**src/hdl/rhpm_pkg.sv**
```systemverilog
`timescale 1ns / 1ps

package rhpm_pkg;

  localparam int MaxPattern = 16;
  localparam int HashPrime  = 13;
  localparam int CellIdxW   = $clog2(MaxPattern);
  localparam int LenW       = $clog2(MaxPattern) + 1;
  localparam int HashW      = $clog2(HashPrime);
  localparam int ModInW     = 16;
  localparam int ModShift   = 16;
  localparam int ModRecip   = (1 << ModShift) / HashPrime;
  localparam int SumBias    = HashPrime * (HashPrime - 1);
  localparam int SeenW      = 17;
  localparam int OffsetW    = 16;
  localparam int CfgIdxW    = 3;
  localparam int BaseReset  = 256;

  localparam logic [CfgIdxW-1:0] CfgPatLo    = 3'd0;
  localparam logic [CfgIdxW-1:0] CfgPatHi    = 3'd1;
  localparam logic [CfgIdxW-1:0] CfgPatLen   = 3'd2;
  localparam logic [CfgIdxW-1:0] CfgHashBase = 3'd3;

  typedef struct packed {
    logic                  busy;
    logic                  restart;
    logic [LenW-1:0]       len;
    logic [CellIdxW-1:0]   last_idx;
    logic [HashW-1:0]      pat_hash;
    logic [HashW-1:0]      base_mod;
    logic [HashW-1:0]      roll_w;
    logic [MaxPattern-1:0] pat_load;
    logic [7:0]            pat_byte;
  } rhpm_ctl_t;

  // residue by reciprocal multiply, quotient low by at most one
  function automatic logic [HashW-1:0] mod_prime(input logic [ModInW-1:0] v);
    logic [ModInW+ModShift-1:0] prod;
    logic [ModInW-1:0]          q;
    logic [ModInW-1:0]          r;
    prod = (ModInW+ModShift)'(v) * (ModInW+ModShift)'(ModRecip);
    q    = ModInW'(prod >> ModShift);
    r    = v - ModInW'(q * ModInW'(HashPrime));
    if (r >= ModInW'(HashPrime)) begin
      r = r - ModInW'(HashPrime);
    end
    return r[HashW-1:0];
  endfunction

endpackage

```
**src/hdl/rhpm_cell.sv**
```systemverilog
`timescale 1ns / 1ps

module rhpm_cell
  import rhpm_pkg::*;
(
  input  logic             clk_i,
  input  logic             rst_ni,
  input  logic             shift_i,
  input  logic [7:0]       byte_i,
  input  logic [HashW-1:0] res_i,
  input  logic             load_i,
  input  logic [7:0]       pat_i,
  output logic [7:0]       byte_o,
  output logic [HashW-1:0] res_o,
  output logic             hit_o
);

  logic [7:0]       byte_q;
  logic [HashW-1:0] res_q;
  logic [7:0]       pat_q;

  always_ff @(posedge clk_i) begin
    if (shift_i) begin
      byte_q <= byte_i;
      res_q  <= res_i;
    end
  end

  always_ff @(posedge clk_i or negedge rst_ni) begin
    if (!rst_ni) begin
      pat_q <= '0;
    end else if (load_i) begin
      pat_q <= pat_i;
    end
  end

  // compare on the byte this cell takes with the shift
  assign hit_o  = (byte_i == pat_q);
  assign byte_o = byte_q;
  assign res_o  = res_q;

endmodule

```
**src/hdl/rhpm_cfg.sv**
```systemverilog
`timescale 1ns / 1ps

module rhpm_cfg
  import rhpm_pkg::*;
(
  input  logic               clk_i,
  input  logic               rst_ni,
  input  logic               cfg_valid_i,
  output logic               cfg_ready_o,
  input  logic [CfgIdxW-1:0] cfg_index_i,
  input  logic [63:0]        cfg_data_i,
  output rhpm_ctl_t          ctl_o
);

  typedef enum logic [2:0] {
    StIdle = 3'b001,
    StPrep = 3'b010,
    StStep = 3'b100
  } drv_state_e;

  drv_state_e          state_q, state_d;
  logic [63:0]         pat_lo_q, pat_lo_d;
  logic [63:0]         pat_hi_q, pat_hi_d;
  logic [4:0]          len_q, len_d;
  logic [15:0]         base_q, base_d;
  logic [HashW-1:0]    base_mod_q, base_mod_d;
  logic [HashW-1:0]    ph_q, ph_d;
  logic [HashW-1:0]    pw_q, pw_d;
  logic [CellIdxW-1:0] step_q, step_d;

  logic [LenW-1:0]       len_eff;
  logic [CellIdxW-1:0]   last_idx;
  logic [127:0]          pat_all;
  logic [7:0]            cur_byte;
  logic                  wr;
  logic [MaxPattern-1:0] pat_load;
  logic [CellIdxW-1:0]   load_idx;

  always_comb begin
    if (len_q == '0) begin
      len_eff = LenW'(1);
    end else if (LenW'(len_q) > LenW'(MaxPattern)) begin
      len_eff = LenW'(MaxPattern);
    end else begin
      len_eff = LenW'(len_q);
    end
  end

  assign last_idx = CellIdxW'(len_eff - LenW'(1));
  assign pat_all  = {pat_hi_q, pat_lo_q};
  assign cur_byte = pat_all[{step_q, 3'b000} +: 8];
  assign load_idx = last_idx - step_q;

  always_comb begin
    state_d    = state_q;
    pat_lo_d   = pat_lo_q;
    pat_hi_d   = pat_hi_q;
    len_d      = len_q;
    base_d     = base_q;
    base_mod_d = base_mod_q;
    ph_d       = ph_q;
    pw_d       = pw_q;
    step_d     = step_q;
    wr         = 1'b0;
    pat_load   = '0;
    unique case (state_q)
      StIdle: begin
        if (cfg_valid_i) begin
          wr = 1'b1;
          unique case (cfg_index_i)
            CfgPatLo:    pat_lo_d = cfg_data_i;
            CfgPatHi:    pat_hi_d = cfg_data_i;
            CfgPatLen:   len_d    = cfg_data_i[4:0];
            CfgHashBase: base_d   = cfg_data_i[15:0];
            default:     wr       = 1'b0;
          endcase
          if (wr) begin
            state_d = StPrep;
          end
        end
      end
      StPrep: begin
        base_mod_d = mod_prime(base_q);
        ph_d       = '0;
        pw_d       = HashW'(1);
        step_d     = '0;
        state_d    = StStep;
      end
      StStep: begin
        // Horner step for the pattern hash; pw ends as base^len
        ph_d = mod_prime(ModInW'(ph_q) * ModInW'(base_mod_q) + ModInW'(cur_byte));
        pw_d = mod_prime(ModInW'(pw_q) * ModInW'(base_mod_q));
        pat_load[load_idx] = 1'b1;
        if (step_q == last_idx) begin
          state_d = StIdle;
        end else begin
          step_d = step_q + CellIdxW'(1);
        end
      end
      default: state_d = StIdle;
    endcase
  end

  always_ff @(posedge clk_i or negedge rst_ni) begin
    if (!rst_ni) begin
      state_q    <= StIdle;
      pat_lo_q   <= '0;
      pat_hi_q   <= '0;
      len_q      <= 5'd1;
      base_q     <= 16'(BaseReset);
      base_mod_q <= HashW'(BaseReset % HashPrime);
      ph_q       <= '0;
      pw_q       <= HashW'(BaseReset % HashPrime);
      step_q     <= '0;
    end else begin
      state_q    <= state_d;
      pat_lo_q   <= pat_lo_d;
      pat_hi_q   <= pat_hi_d;
      len_q      <= len_d;
      base_q     <= base_d;
      base_mod_q <= base_mod_d;
      ph_q       <= ph_d;
      pw_q       <= pw_d;
      step_q     <= step_d;
    end
  end

  assign cfg_ready_o = (state_q == StIdle);

  always_comb begin
    ctl_o          = '0;
    ctl_o.busy     = (state_q != StIdle);
    ctl_o.restart  = wr;
    ctl_o.len      = len_eff;
    ctl_o.last_idx = last_idx;
    ctl_o.pat_hash = ph_q;
    ctl_o.base_mod = base_mod_q;
    ctl_o.roll_w   = pw_q;
    ctl_o.pat_load = pat_load;
    ctl_o.pat_byte = cur_byte;
  end

endmodule

```
**src/hdl/rolling_hash_pattern_matcher_unit.sv**
```systemverilog
`timescale 1ns / 1ps
// channel | direction | handshake                 | payload
// in      | sink      | in_valid_i / in_stall_o   | text_byte_i, start_text_i
// out     | source    | out_valid_o / out_stall_i | match_offset_o
// cfg     | sink      | cfg_valid_i / cfg_ready_o | cfg_index_i, cfg_data_i
//
// One item per cycle while in_stall_o is low; a match's offset is registered
// into the output queue. A register write starts a derive pass, a prep step
// then one Horner step per cycle; items and writes wait until it ends.
// Reset gives pattern length 1, base 256, all-zero pattern, empty text.
// A two-entry output queue holds results; input also stalls while it is full.

module rolling_hash_pattern_matcher_unit
  import rhpm_pkg::*;
(
  input  logic               clk_i,
  input  logic               rst_ni,
  input  logic               in_valid_i,
  output logic               in_stall_o,
  input  logic [7:0]         text_byte_i,
  input  logic               start_text_i,
  output logic               out_valid_o,
  input  logic               out_stall_i,
  output logic [OffsetW-1:0] match_offset_o,
  input  logic               cfg_valid_i,
  output logic               cfg_ready_o,
  input  logic [CfgIdxW-1:0] cfg_index_i,
  input  logic [63:0]        cfg_data_i
);

  rhpm_ctl_t ctl;

  rhpm_cfg u_cfg (
    .clk_i       (clk_i),
    .rst_ni      (rst_ni),
    .cfg_valid_i (cfg_valid_i),
    .cfg_ready_o (cfg_ready_o),
    .cfg_index_i (cfg_index_i),
    .cfg_data_i  (cfg_data_i),
    .ctl_o       (ctl)
  );

  logic                  accept;
  logic [7:0]            cell_byte [MaxPattern];
  logic [HashW-1:0]      cell_res  [MaxPattern];
  logic [MaxPattern-1:0] cell_hit;
  logic [MaxPattern-1:0] cell_ok;
  logic [HashW-1:0]      in_res;

  assign accept = in_valid_i && !in_stall_o;
  assign in_res = mod_prime(ModInW'(text_byte_i));

  for (genvar k = 0; k < MaxPattern; k++) begin : g_cell
    if (k == 0) begin : g_head
      rhpm_cell u_cell (
        .clk_i   (clk_i),
        .rst_ni  (rst_ni),
        .shift_i (accept),
        .byte_i  (text_byte_i),
        .res_i   (in_res),
        .load_i  (ctl.pat_load[k]),
        .pat_i   (ctl.pat_byte),
        .byte_o  (cell_byte[k]),
        .res_o   (cell_res[k]),
        .hit_o   (cell_hit[k])
      );
    end else begin : g_body
      rhpm_cell u_cell (
        .clk_i   (clk_i),
        .rst_ni  (rst_ni),
        .shift_i (accept),
        .byte_i  (cell_byte[k-1]),
        .res_i   (cell_res[k-1]),
        .load_i  (ctl.pat_load[k]),
        .pat_i   (ctl.pat_byte),
        .byte_o  (cell_byte[k]),
        .res_o   (cell_res[k]),
        .hit_o   (cell_hit[k])
      );
    end
    assign cell_ok[k] = cell_hit[k] || (LenW'(k) >= ctl.len);
  end

  logic [SeenW-1:0]    seen_q, seen_d;
  logic [HashW-1:0]    wh_q, wh_d;
  logic [SeenW-1:0]    seen_eff, seen_next, off_full;
  logic [HashW-1:0]    wh_eff, old_res;
  logic                full_before;
  logic [ModInW-1:0]   p_keep, p_drop, sum;
  logic                match;
  logic [OffsetW-1:0]  off;

  always_comb begin
    seen_eff    = start_text_i ? '0 : seen_q;
    wh_eff      = start_text_i ? '0 : wh_q;
    full_before = (seen_eff >= SeenW'(ctl.len));
    old_res     = cell_res[ctl.last_idx];
    p_keep      = ModInW'(ctl.base_mod) * ModInW'(wh_eff);
    p_drop      = full_before ? ModInW'(ctl.roll_w) * ModInW'(old_res) : '0;
    sum         = p_keep + ModInW'(text_byte_i) + ModInW'(SumBias) - p_drop;
    seen_next   = (seen_eff == '1) ? seen_eff : seen_eff + SeenW'(1);
    off_full    = seen_next - SeenW'(ctl.len);
    off         = (off_full[SeenW-1:OffsetW] != '0) ? '1 : off_full[OffsetW-1:0];
  end

  logic [HashW-1:0] wh_new;
  assign wh_new = mod_prime(sum);
  assign match  = (seen_next >= SeenW'(ctl.len)) && (wh_new == ctl.pat_hash) && (&cell_ok);

  always_comb begin
    seen_d = seen_q;
    wh_d   = wh_q;
    if (ctl.restart) begin
      seen_d = '0;
      wh_d   = '0;
    end else if (accept) begin
      seen_d = seen_next;
      wh_d   = wh_new;
    end
  end

  always_ff @(posedge clk_i or negedge rst_ni) begin
    if (!rst_ni) begin
      seen_q <= '0;
      wh_q   <= '0;
    end else begin
      seen_q <= seen_d;
      wh_q   <= wh_d;
    end
  end

  // two-entry result queue
  logic [OffsetW-1:0] ent_q [2];
  logic               wr_ptr_q, rd_ptr_q;
  logic [1:0]         cnt_q;
  logic               push, pop;

  assign push = accept && match;
  assign pop  = out_valid_o && !out_stall_i;

  always_ff @(posedge clk_i) begin
    if (push) begin
      ent_q[wr_ptr_q] <= off;
    end
  end

  always_ff @(posedge clk_i or negedge rst_ni) begin
    if (!rst_ni) begin
      wr_ptr_q <= 1'b0;
      rd_ptr_q <= 1'b0;
      cnt_q    <= '0;
    end else begin
      if (push) begin
        wr_ptr_q <= !wr_ptr_q;
      end
      if (pop) begin
        rd_ptr_q <= !rd_ptr_q;
      end
      if (push && !pop) begin
        cnt_q <= cnt_q + 2'd1;
      end else if (pop && !push) begin
        cnt_q <= cnt_q - 2'd1;
      end
    end
  end

  assign out_valid_o    = (cnt_q != '0);
  assign match_offset_o = ent_q[rd_ptr_q];
  assign in_stall_o     = ctl.busy || (cnt_q == 2'd2);

endmodule

```
**config.mk**
```make
export PLATFORM = sky130hd
export DESIGN_NAME = rolling_hash_pattern_matcher_unit
export DESIGN_NICKNAME = d
export VERILOG_FILES = /design/src/hdl/rhpm_pkg.sv /design/src/hdl/rhpm_cell.sv /design/src/hdl/rhpm_cfg.sv /design/src/hdl/rolling_hash_pattern_matcher_unit.sv
export SDC_FILE = /design/constraint.sdc
export NUM_CORES = 1
export LEC_CHECK = 0
export BUFFER_PORTS_ARGS = -buffer_cell sky130_fd_sc_hd__buf_2
export CORE_MARGIN = 4
export CORE_UTILIZATION = 40
export CTS_CLUSTER_DIAMETER = 100
export DETAILED_ROUTE_END_ITERATION = 8
export SETUP_SLACK_MARGIN = 0.1
export SYNTH_ARGS = -nofsm -noshare
export SYNTH_HDL_FRONTEND = slang
export SYNTH_HIERARCHICAL = 1
export SYNTH_SLANG_ARGS = --single-unit
```
**constraint.sdc**
```tcl
create_clock -name clk_i -period 43.2 [get_ports clk_i]
set_input_delay 4.32 -clock clk_i [delete_from_list [all_inputs] [get_ports clk_i]]
set_output_delay 4.32 -clock clk_i [all_outputs]
set_load 0.02 [all_outputs]
```
==> results of run 1 <==
[state kept, by name, summed over array words and instances, names as in the netlist]
signal                       flops
g_cell.g_body.u_cell/res_o      60
u_cfg/pat_lo_q                  64
u_cfg/state_q                    3
u_cfg/pw_q                       4
rd_ptr_q                         1
g_cell.g_head.u_cell/pat_q       8
g_cell.g_body.u_cell/byte_o    112
u_cfg/base_q                    16
g_cell.g_head.u_cell/byte_o      8
ent_q                           32
wr_ptr_q                         1
g_cell.g_head.u_cell/res_o       4
g_cell.g_body.u_cell/pat_q     120
u_cfg/ph_q                       4
cnt_q                            2
u_cfg/len_q                      5
u_cfg/base_mod_q                 4
seen_q                          17
u_cfg/pat_hi_q                  64
wh_q                             4
u_cfg/step_q                     4
[final cells by class]
type                            count  area, µm²
Antenna cell                        3      7.507
Clock buffer                       76       1567
Clock inverter                     28      384.1
Fill cell                        9756      59010
Inverter                          590       2222
Multi-Input combinational cell   2412      25460
Sequential cell                   537      14530
Tap cell                         1391       1740
Timing Repair Buffer              118      648.1
[stage by stage]
stage	hold WS [ns]	instance area (µm²)	cells	util	worst slack (ns)
4_1_cts	0.4385	46550	5152	0.4410	23.74
6_report	0.4374	46560	5155	0.4410	23.63
5_1_grt	0.4530	46550	5153	0.4410	22.50
3_3_place_gp	0.4236	44600	5048	0.4225	23.29
3_5_place_dp	0.4270	44600	5048	0.4225	23.15
2_1_floorplan	0.4207	42600	3611	-	23.10
[routing by layer]
| metal | track usage | up-vias | wire length [µm] |
|---|---|---|---|
| li1 | - | 12560 | - |
| met1 | 0.2386 | 13130 | 43630 |
| met2 | 0.2771 | 371 | 43040 |
| met3 | 0.02521 | 108 | 3544 |
| met4 | 0.03251 | 14 | 1729 |
| met5 | 0 | - | 86 |
[how the worst max path moves through the flow]
stage | to | slack (ns) | cells after the start
6_report | cnt_q[1] | 23.63 | 63
5_1_grt | cnt_q[1] | 22.50 | 64
4_1_cts | cnt_q[1] | 23.74 | 63
3_5_place_dp | cnt_q[1] | 23.15 | 63
3_3_place_gp | cnt_q[1] | 23.29 | 64
2_1_floorplan | ent_q[1][0] | 23.10 | 57
[cells in the final DEF (no fill, tap or decap), types with 8 or more instances in the layout]
cell type  count
inv_1        589
ha_1         516
dfrtp_1      312
fa_1         272
xnor2_1      233
edfxtp_1     216
mux2_2       167
nor2_1       134
nand2_1      132
mux2_4       128
a21oi_1      108
buf_2         98
o21ai_0       62
mux4_2        60
xor2_1        60
clkbuf_16     56
and2_1        54
nand4_1       47
a21o_1        44
nor3_1        41
nor2b_1       29
nand3_1       28
o21bai_1      26
nand2b_1      21
buf_4         19
a211oi_1      18
o21a_1        17
and3_1        16
mux2i_1       15
o211ai_1      15
clkbuf_1      11
a31oi_1       10
or2_2         10
clkinv_2      10
nor4_1         9
or3_1          9
clkbuf_8       9
o31ai_1        8
==> summary.txt, run 1 <==
Outcome
  • Status: finished clean

Yosys
  • Mapped Cells: 3611
  • Yosys warning total: 6
  • Mapped Area: 42600 µm²
  • Post-Syn Area per Cell: 11.80 µm²
  • Synthesized Nets: 4480

Detailed routing
  • Final WL: 92030 µm
  • Drt initial violations: 1284
  • DRT antenna net count: 0
  • Via density: 5.079
  • Total number of vias: 26180
  • Avg WL per Cell: 17.85 µm
  • Pre-Repair DR Iteration Count: 5
  • Drc violations: 0

Critical path
  • Reg2Reg Setup Slack: 23.90 ns
  • Critical path arrival: 20.07 ns
  • Slowest stage cell, crit path: a211oi_1
  • Max FO, Critical Path: 38
  • Buffers & Inverters on Critical Path: 11
  • Crit. End Element: flop
  • Critical path startpoint: start_text_i
  • CP Launch Type: input port
  • Kind of critical path: input port to flop
  • Worst reg2reg path depth: 67
  • Worst r2r src: u_cfg/len_q[4]
  • R2r endpoint: cnt_q[1]
  • CP required: 43.70 ns
  • Worst path top cell family by delay: adder cells
  • Worst path most repeated cell: inv_1
  • CP max stage delay: 0.55 ns

Floorplanning
  • Die Ht: 334.4 µm
  • Rows: 119
  • Core ar.: 105600 µm²
  • Io pins: 100
  • Full die area: 111800 µm²
  • Chip width: 334.4 µm
  • Starting Density: 0.4036

Worst hold path
  • Hold Path Cell Cnt: 0
  • Hold WC Path Type: flop to flop
  • Hold path startpoint: g_cell[4].g_body.u_cell/res_o[2]
  • Hold Path End: g_cell[5].g_body.u_cell/res_o[2]

STA
  • Slew margin rel.: 0.2388
  • TNS Setup: 0 ns
  • Hold Fails Final Rpt: 0
  • Achievable frequency: 51.11 MHz
  • Crit path time final: 19.57 ns
  • Slew Viols, Final: 0
  • Unrepaired setup endpoints after global routing: false
  • Fin crit share: 0.4529
  • Clock skew: 0.06660 ns
  • Worst Tran Pin Value: 1.142 ns
  • Setup violators final: 0

Clocking
  • Post-CTS setup buffer count: 0
  • Clk Latency, worst-skew pair: 0.64 ns
  • Hold-fix buffers, CTS: 0
  • Resized cells post-CTS: 0
  • CTS tree: yes
  • Clock sink total: 537
  • CTS H-Tree Depth: 2
  • Clock Pin Slew Worst Setup and Hold Paths: 0.06 ns
  • TritonCTS buffer count: 55
  • CTS root buffer: clkbuf_16
  • Clock Path Buffers: 3

Placement
  • # port buffers: 99
  • Final Wtd Congestion: 0.8191
  • HPWL Detailed: 70120 µm

Flow run
  • Max-cap violations: 0

Cells and area
  • Synth-to-Final Area Change: 9.277%
  • Share of cells above drive strength 1: 0.1635
  • Final #Nets: 4583

Global route
  • First-pass GRT wire length: 152100 µm
  • Gr usage total: 0.1684
  • Initial antenna violation count: 14
  • Gr ovfl total: 0
  • Vias in the first global route: 27630
  • Pin count of the biggest net entering global routing: 92
Power of run 1 is not shown: default switching activity piles up to over one toggle a cycle in this logic, so the estimate is an artifact.
==> run 2, diff against run 1 <==
- clock period: 43.2 -> 18.95 ns (I/O delays scaled with it)
==> summary.txt, run 2 (synthesis results as in run 1) <==
Floorplanning
  • Chip width: 334.4 µm
  • Core ar.: 105600 µm²
  • Starting Density: 0.4036
  • Die Ht: 334.4 µm
  • Io pins: 100
  • Full die area: 111800 µm²
  • Rows: 119

Clocking
  • Clock sink total: 537
  • CTS tree: yes
  • Clock Pin Slew Worst Setup and Hold Paths: 0.07 ns
  • CTS H-Tree Depth: 2
  • TritonCTS buffer count: 56
  • Hold-fix buffers, CTS: 0
  • Clk Latency, worst-skew pair: 0.65 ns
  • CTS root buffer: clkbuf_16
  • Clock Path Buffers: 3

Flow run
  • Max-cap violations: 0

STA
  • Fin crit share: 0.9364
  • Slew Viols, Final: 0
  • Hold Fails Final Rpt: 0
  • Clock skew: 0.06913 ns
  • Crit path time final: 17.75 ns
  • Worst Tran Pin Value: 1.249 ns
  • TNS Setup: 0 ns
  • Setup violators final: 0
  • Achievable frequency: 56.35 MHz
  • Unrepaired setup endpoints after global routing: false
  • Slew margin rel.: 0.1676

Cells and area
  • Most frequent cells in the layout: inv_1, ha_1, dfrtp_1
  • Most flops, register: g_cell.g_body.u_cell/pat_q
  • Share of cells above drive strength 1: 0.1635
  • Commonest non-fill, non-tap cell in the layout: inv_1
  • Fill count: 9791
  • Max FFs per register: 120
  • Synth-to-Final Area Change: 9.277%
  • Final #Nets: 4588

Critical path
  • Kind of critical path: flop to flop
  • Worst path most repeated cell: inv_1
  • CP max stage delay: 0.54 ns
  • Buffers & Inverters on Critical Path: 17
  • Max FO, Critical Path: 17
  • CP required: 19.46 ns
  • Slowest stage cell, crit path: mux4_2
  • Crit. End Element: flop
  • CP Launch Type: flop
  • Critical path arrival: 18.26 ns
  • Worst path top cell family by delay: adder cells

Placement
  • # port buffers: 99
  • Final Wtd Congestion: 0.8199
  • HPWL Detailed: 70670 µm

Detailed routing
  • DRT antenna net count: 0
  • Via density: 5.080
  • Final WL: 93560 µm
  • Avg WL per Cell: 18.11 µm
  • Total number of vias: 26240
  • Drc violations: 0
  • Drt initial violations: 1290
  • Pre-Repair DR Iteration Count: 7

Worst hold path
  • Hold WC Path Type: flop to flop

Global route
  • Vias in the first global route: 27680
  • Gr usage total: 0.1703
  • Gr ovfl total: 0
  • First-pass GRT wire length: 153100 µm
  • Pin count of the biggest net entering global routing: 96
  • Initial antenna violation count: 16

Outcome
  • Status: finished clean
[run 2: changes by cell type in the layout (fill, tap and decap cells not counted), moves of 2 or more]
cell	previous run	this run
clkinvlp_4	2	7
buf_4	19	22
clkinv_4	0	4
clkbuf_8	9	5
diode_2	3	7
clkinv_2	10	4
clkinv_1	1	10
inv_6	5	2
bufinv_16	6	4
[run 2: area by class of cell]
cell class                      instances  area (µm²)  share of cell area
Antenna cell                            7       17.52           0.0003762
Clock buffer                           71        1508             0.03238
Clock inverter                         35       374.1            0.008035
Inverter                              590        2226             0.04781
Multi-Input combinational cell       2412       25470              0.5471
Sequential cell                       537       14530              0.3121
Tap cell                             1391        1740             0.03738
Timing Repair Buffer                  122       690.7             0.01483
[run 2: final timing paths]
check                                                          to                              from  slack [ns]  depth (start not counted)
min in group asynchronous                              seen_q[11]                            rst_ni        1.25                          1
worst min register to register   g_cell[9].g_body.u_cell/res_o[1]  g_cell[8].g_body.u_cell/res_o[1]        0.43                          0
worst max-delay path                                     cnt_q[1]                    u_cfg/len_q[1]        1.20                         71
worst max register to register                           cnt_q[1]                    u_cfg/len_q[1]        1.20                         71
worst min-delay path             g_cell[9].g_body.u_cell/res_o[1]  g_cell[8].g_body.u_cell/res_o[1]        0.43                          0
max in group asynchronous       g_cell[10].g_body.u_cell/pat_q[3]                            rst_ni       15.73                          3
[run 2: metal layers]
metal,up-vias,GRT usage,part of all wire
li1,12580,-,-
met1,13180,0.2403,0.47
met2,371,0.2817,0.47
met3,95,0.02538,0.043
met4,10,0.03214,0.018
met5,-,0,0.00074
[run 2: timing repair]
action                                  CTS  global route
gates resized for setup                   0             3
endpoints found under the setup margin    0            35
buffers inserted                          0             2
[run 2: through the flow]
step	instance area [µm²]	cells	setup WS, ns	hold WS (ns)	utilization
after global placement	44610	5050	0.8943	0.4275	0.4226
after global routing	46540	5159	0.1616	0.4403	0.4409
after detailed placement	44610	5050	0.6498	0.4335	0.4226
after floorplan	42600	3611	0.8252	0.4207	-
after CTS	46500	5156	0.4892	0.4368	0.4404
final	46560	5165	1.205	0.4344	0.4410
Power of run 2 is left out for the same reason.
==> run 3, diff against run 2 <==
- SYNTH_HIERARCHICAL: 1 -> unset
==> summary.txt, run 3 <==
Yosys
  • Mapped Cells: 3587
  • Dominant cells by area after synthesis: dfrtp_1, ha_1, edfxtp_1
  • Most common cell in the netlist: inv_1
  • Synth area leader: dfrtp_1
  • Mux contribution to synthesized area: 0.1081
  • Mapped Area: 41690 µm²
  • Post-Syn Area per Cell: 11.62 µm²
  • Most frequent cells after synthesis: inv_1, ha_1, dfrtp_1, fa_1, mux2_2
  • Synthesized Nets: 4462
  • Adder-cell share of the synthesized area: 0.2875
  • Share of the synthesized area in the top cell type: 0.1885
  • Seq/Total Area, Yosys: 0.3485
  • Yosys cell types: 93
  • Post-Synth XOR/XNOR Area: 0.06381
  • Synthesized flop and latch total: 537
  • Post-synth EDFFs: 216
  • Compound-Gate Fraction of Synth Area: 0.06216
  • Largest family of logic cells by synthesized area: adder cells
  • Ys async rst share: 0.5978
  • Post-synthesis simple-gate area fraction: 0.07276
  • Main synth FF type: dfrtp_1
  • Yosys warning total: 0

Cells and area
  • Most frequent cells in the layout: inv_1, ha_1, dfrtp_1
  • Fill count: 9582
  • Max FFs per register: 120
  • Multi-input logic area: 24840 µm²
  • Share of cells above drive strength 1: 0.1588
  • Most flops, register: g_cell.g_body.u_cell.pat_q
  • Antenna Diode Count: 0
  • Final #Nets: 4575
  • Commonest non-fill, non-tap cell in the layout: inv_1
  • Synth-to-Final Area Change: 9.920%
  • FF/Latch Area: 14530 µm²

Floorplanning
  • Die Ht: 330.8 µm
  • Rows: 118
  • Io pins: 100
  • Chip width: 330.8 µm
  • Core ar.: 103500 µm²
  • Full die area: 109400 µm²
  • Starting Density: 0.4028

Clocking
  • CTS H-Tree Depth: 2
  • Clock Pin Slew Worst Setup and Hold Paths: 0.06 ns
  • TritonCTS buffer count: 56
  • Clock Path Buffers: 3
  • CTS root buffer: clkbuf_16
  • Clock sink total: 537
  • Hold-fix buffers, CTS: 0
  • Clk Latency, worst-skew pair: 0.64 ns
  • CTS tree: yes

Global route
  • M1 GR Usage: 0.2380
  • Met2 Track Usage GR: 0.2736
  • Vias in the first global route: 27150
  • Most Crowded Layer GR: met2
  • Gr usage total: 0.1671
  • First-pass GRT wire length: 147000 µm
  • Pin count of the biggest net entering global routing: 185
  • M3 GR Usage: 0.02454
  • Gr ovfl total: 0
  • Initial antenna violation count: 5

Placement
  • HPWL Detailed: 68240 µm
  • # port buffers: 99
  • Final Wtd Congestion: 0.8341

Detailed routing
  • Total number of vias: 25910
  • Final WL: 88810 µm
  • Pre-Repair DR Iteration Count: 5
  • Avg WL per Cell: 17.32 µm
  • DRT antenna net count: 0
  • Drc violations: 0
  • Drt initial violations: 1303
  • Via density: 5.053

Worst hold path
  • Hold Path Cell Cnt: 0
  • Hold Path End: g_cell[11].g_body.u_cell.res_o[1]
  • Hold path startpoint: g_cell[10].g_body.u_cell.res_o[1]
  • Hold WC Path Type: flop to flop

STA
  • Achievable frequency: 57.04 MHz
  • Setup violators final: 0
  • Slew margin rel.: 0.3259
  • Fin crit share: 0.9251
  • TNS Setup: 0 ns
  • Worst Tran Pin Value: 1.011 ns
  • Crit path time final: 17.53 ns
  • Slew Viols, Final: 0
  • Clock skew: 0.04633 ns
  • Hold Fails Final Rpt: 0
  • Unrepaired setup endpoints after global routing: false

Flow run
  • Max-cap violations: 0

Critical path
  • Buffers & Inverters on Critical Path: 8
  • CP Launch Type: flop
  • Worst path most repeated cell: fa_1
  • Worst reg2reg path depth: 61
  • Worst path top cell family by delay: adder cells
  • Max FO, Critical Path: 21
  • Reg2Reg Setup Slack: 1.42 ns
  • R2r endpoint: ent_q[1][9]
  • Kind of critical path: flop to flop
  • Slowest stage cell, crit path: fa_1
  • Crit. End Element: flop
  • Worst r2r src: u_cfg.len_q[3]
  • CP max stage delay: 0.57 ns
  • CP required: 19.21 ns
  • Critical path arrival: 17.79 ns

Outcome
  • Status: finished clean
==> run 3: cell families after synthesis <==
family / Yosys count
adders and majority gates: 794
buffers and inverters: 632
and+or+nand+nor: 578
DFF: 537
AOI/OAI and AO/OA: 402
muxes: 342
xor gates and xnor gates: 302
==> run 3: area by class of cell <==
class	instances	area share
Multi-Input combinational cell	2418	0.5420
Inverter	563	0.04626
Clock buffer	72	0.03279
Timing Repair Buffer	124	0.01567
Sequential cell	537	0.3171
Clock inverter	34	0.008492
Tap cell	1380	0.03768
==> run 3: worst max-delay path by stage <==
stage | startpoint | to | slack, ns | cells past startpoint
global route | u_cfg.len_q[3] | ent_q[1][10] | 0.25 | 61
finish | u_cfg.len_q[3] | ent_q[1][9] | 1.42 | 61
CTS | u_cfg.len_q[3] | ent_q[1][8] | 0.23 | 58
global placement | u_cfg.len_q[3] | ent_q[1][10] | 0.57 | 58
detailed placement | u_cfg.len_q[3] | ent_q[1][10] | 0.29 | 58
floorplan | u_cfg.len_q[2] | ent_q[0][0] | 0.77 | 59
==> run 3: repair_timing <==
item | in CTS | in global routing
resized for setup | 0 | 10
endpoints found under the setup margin | 0 | 36
buffers inserted | 0 | 5
endpoints found under the hold margin | 0 | 0
==> run 3: per-layer routing <==
metal,vias up,part of all wire,routed length (µm)
li1,12520,-,-
met1,12920,0.48,42380
met2,365,0.46,41220
met3,99,0.041,3671
met4,4,0.017,1504
met5,-,0.00030,27
==> run 3: through the flow <==
| stage | worst slack [ns] | util | hold slack, ns | std cells | instance area [µm²] |
|---|---|---|---|---|---|
| 4_1_cts | 0.2279 | 0.4419 | 0.4416 | 5123 | 45730 |
| 5_1_grt | 0.2524 | 0.4427 | 0.4553 | 5128 | 45820 |
| 2_1_floorplan | 0.7698 | - | 0.4207 | 3587 | 41690 |
| 6_report | 1.420 | 0.4427 | 0.4415 | 5128 | 45820 |
| 3_5_place_dp | 0.2854 | 0.4236 | 0.4304 | 5017 | 43840 |
| 3_3_place_gp | 0.5678 | 0.4236 | 0.4269 | 5017 | 43840 |
Power of run 3 is left out for the same reason.
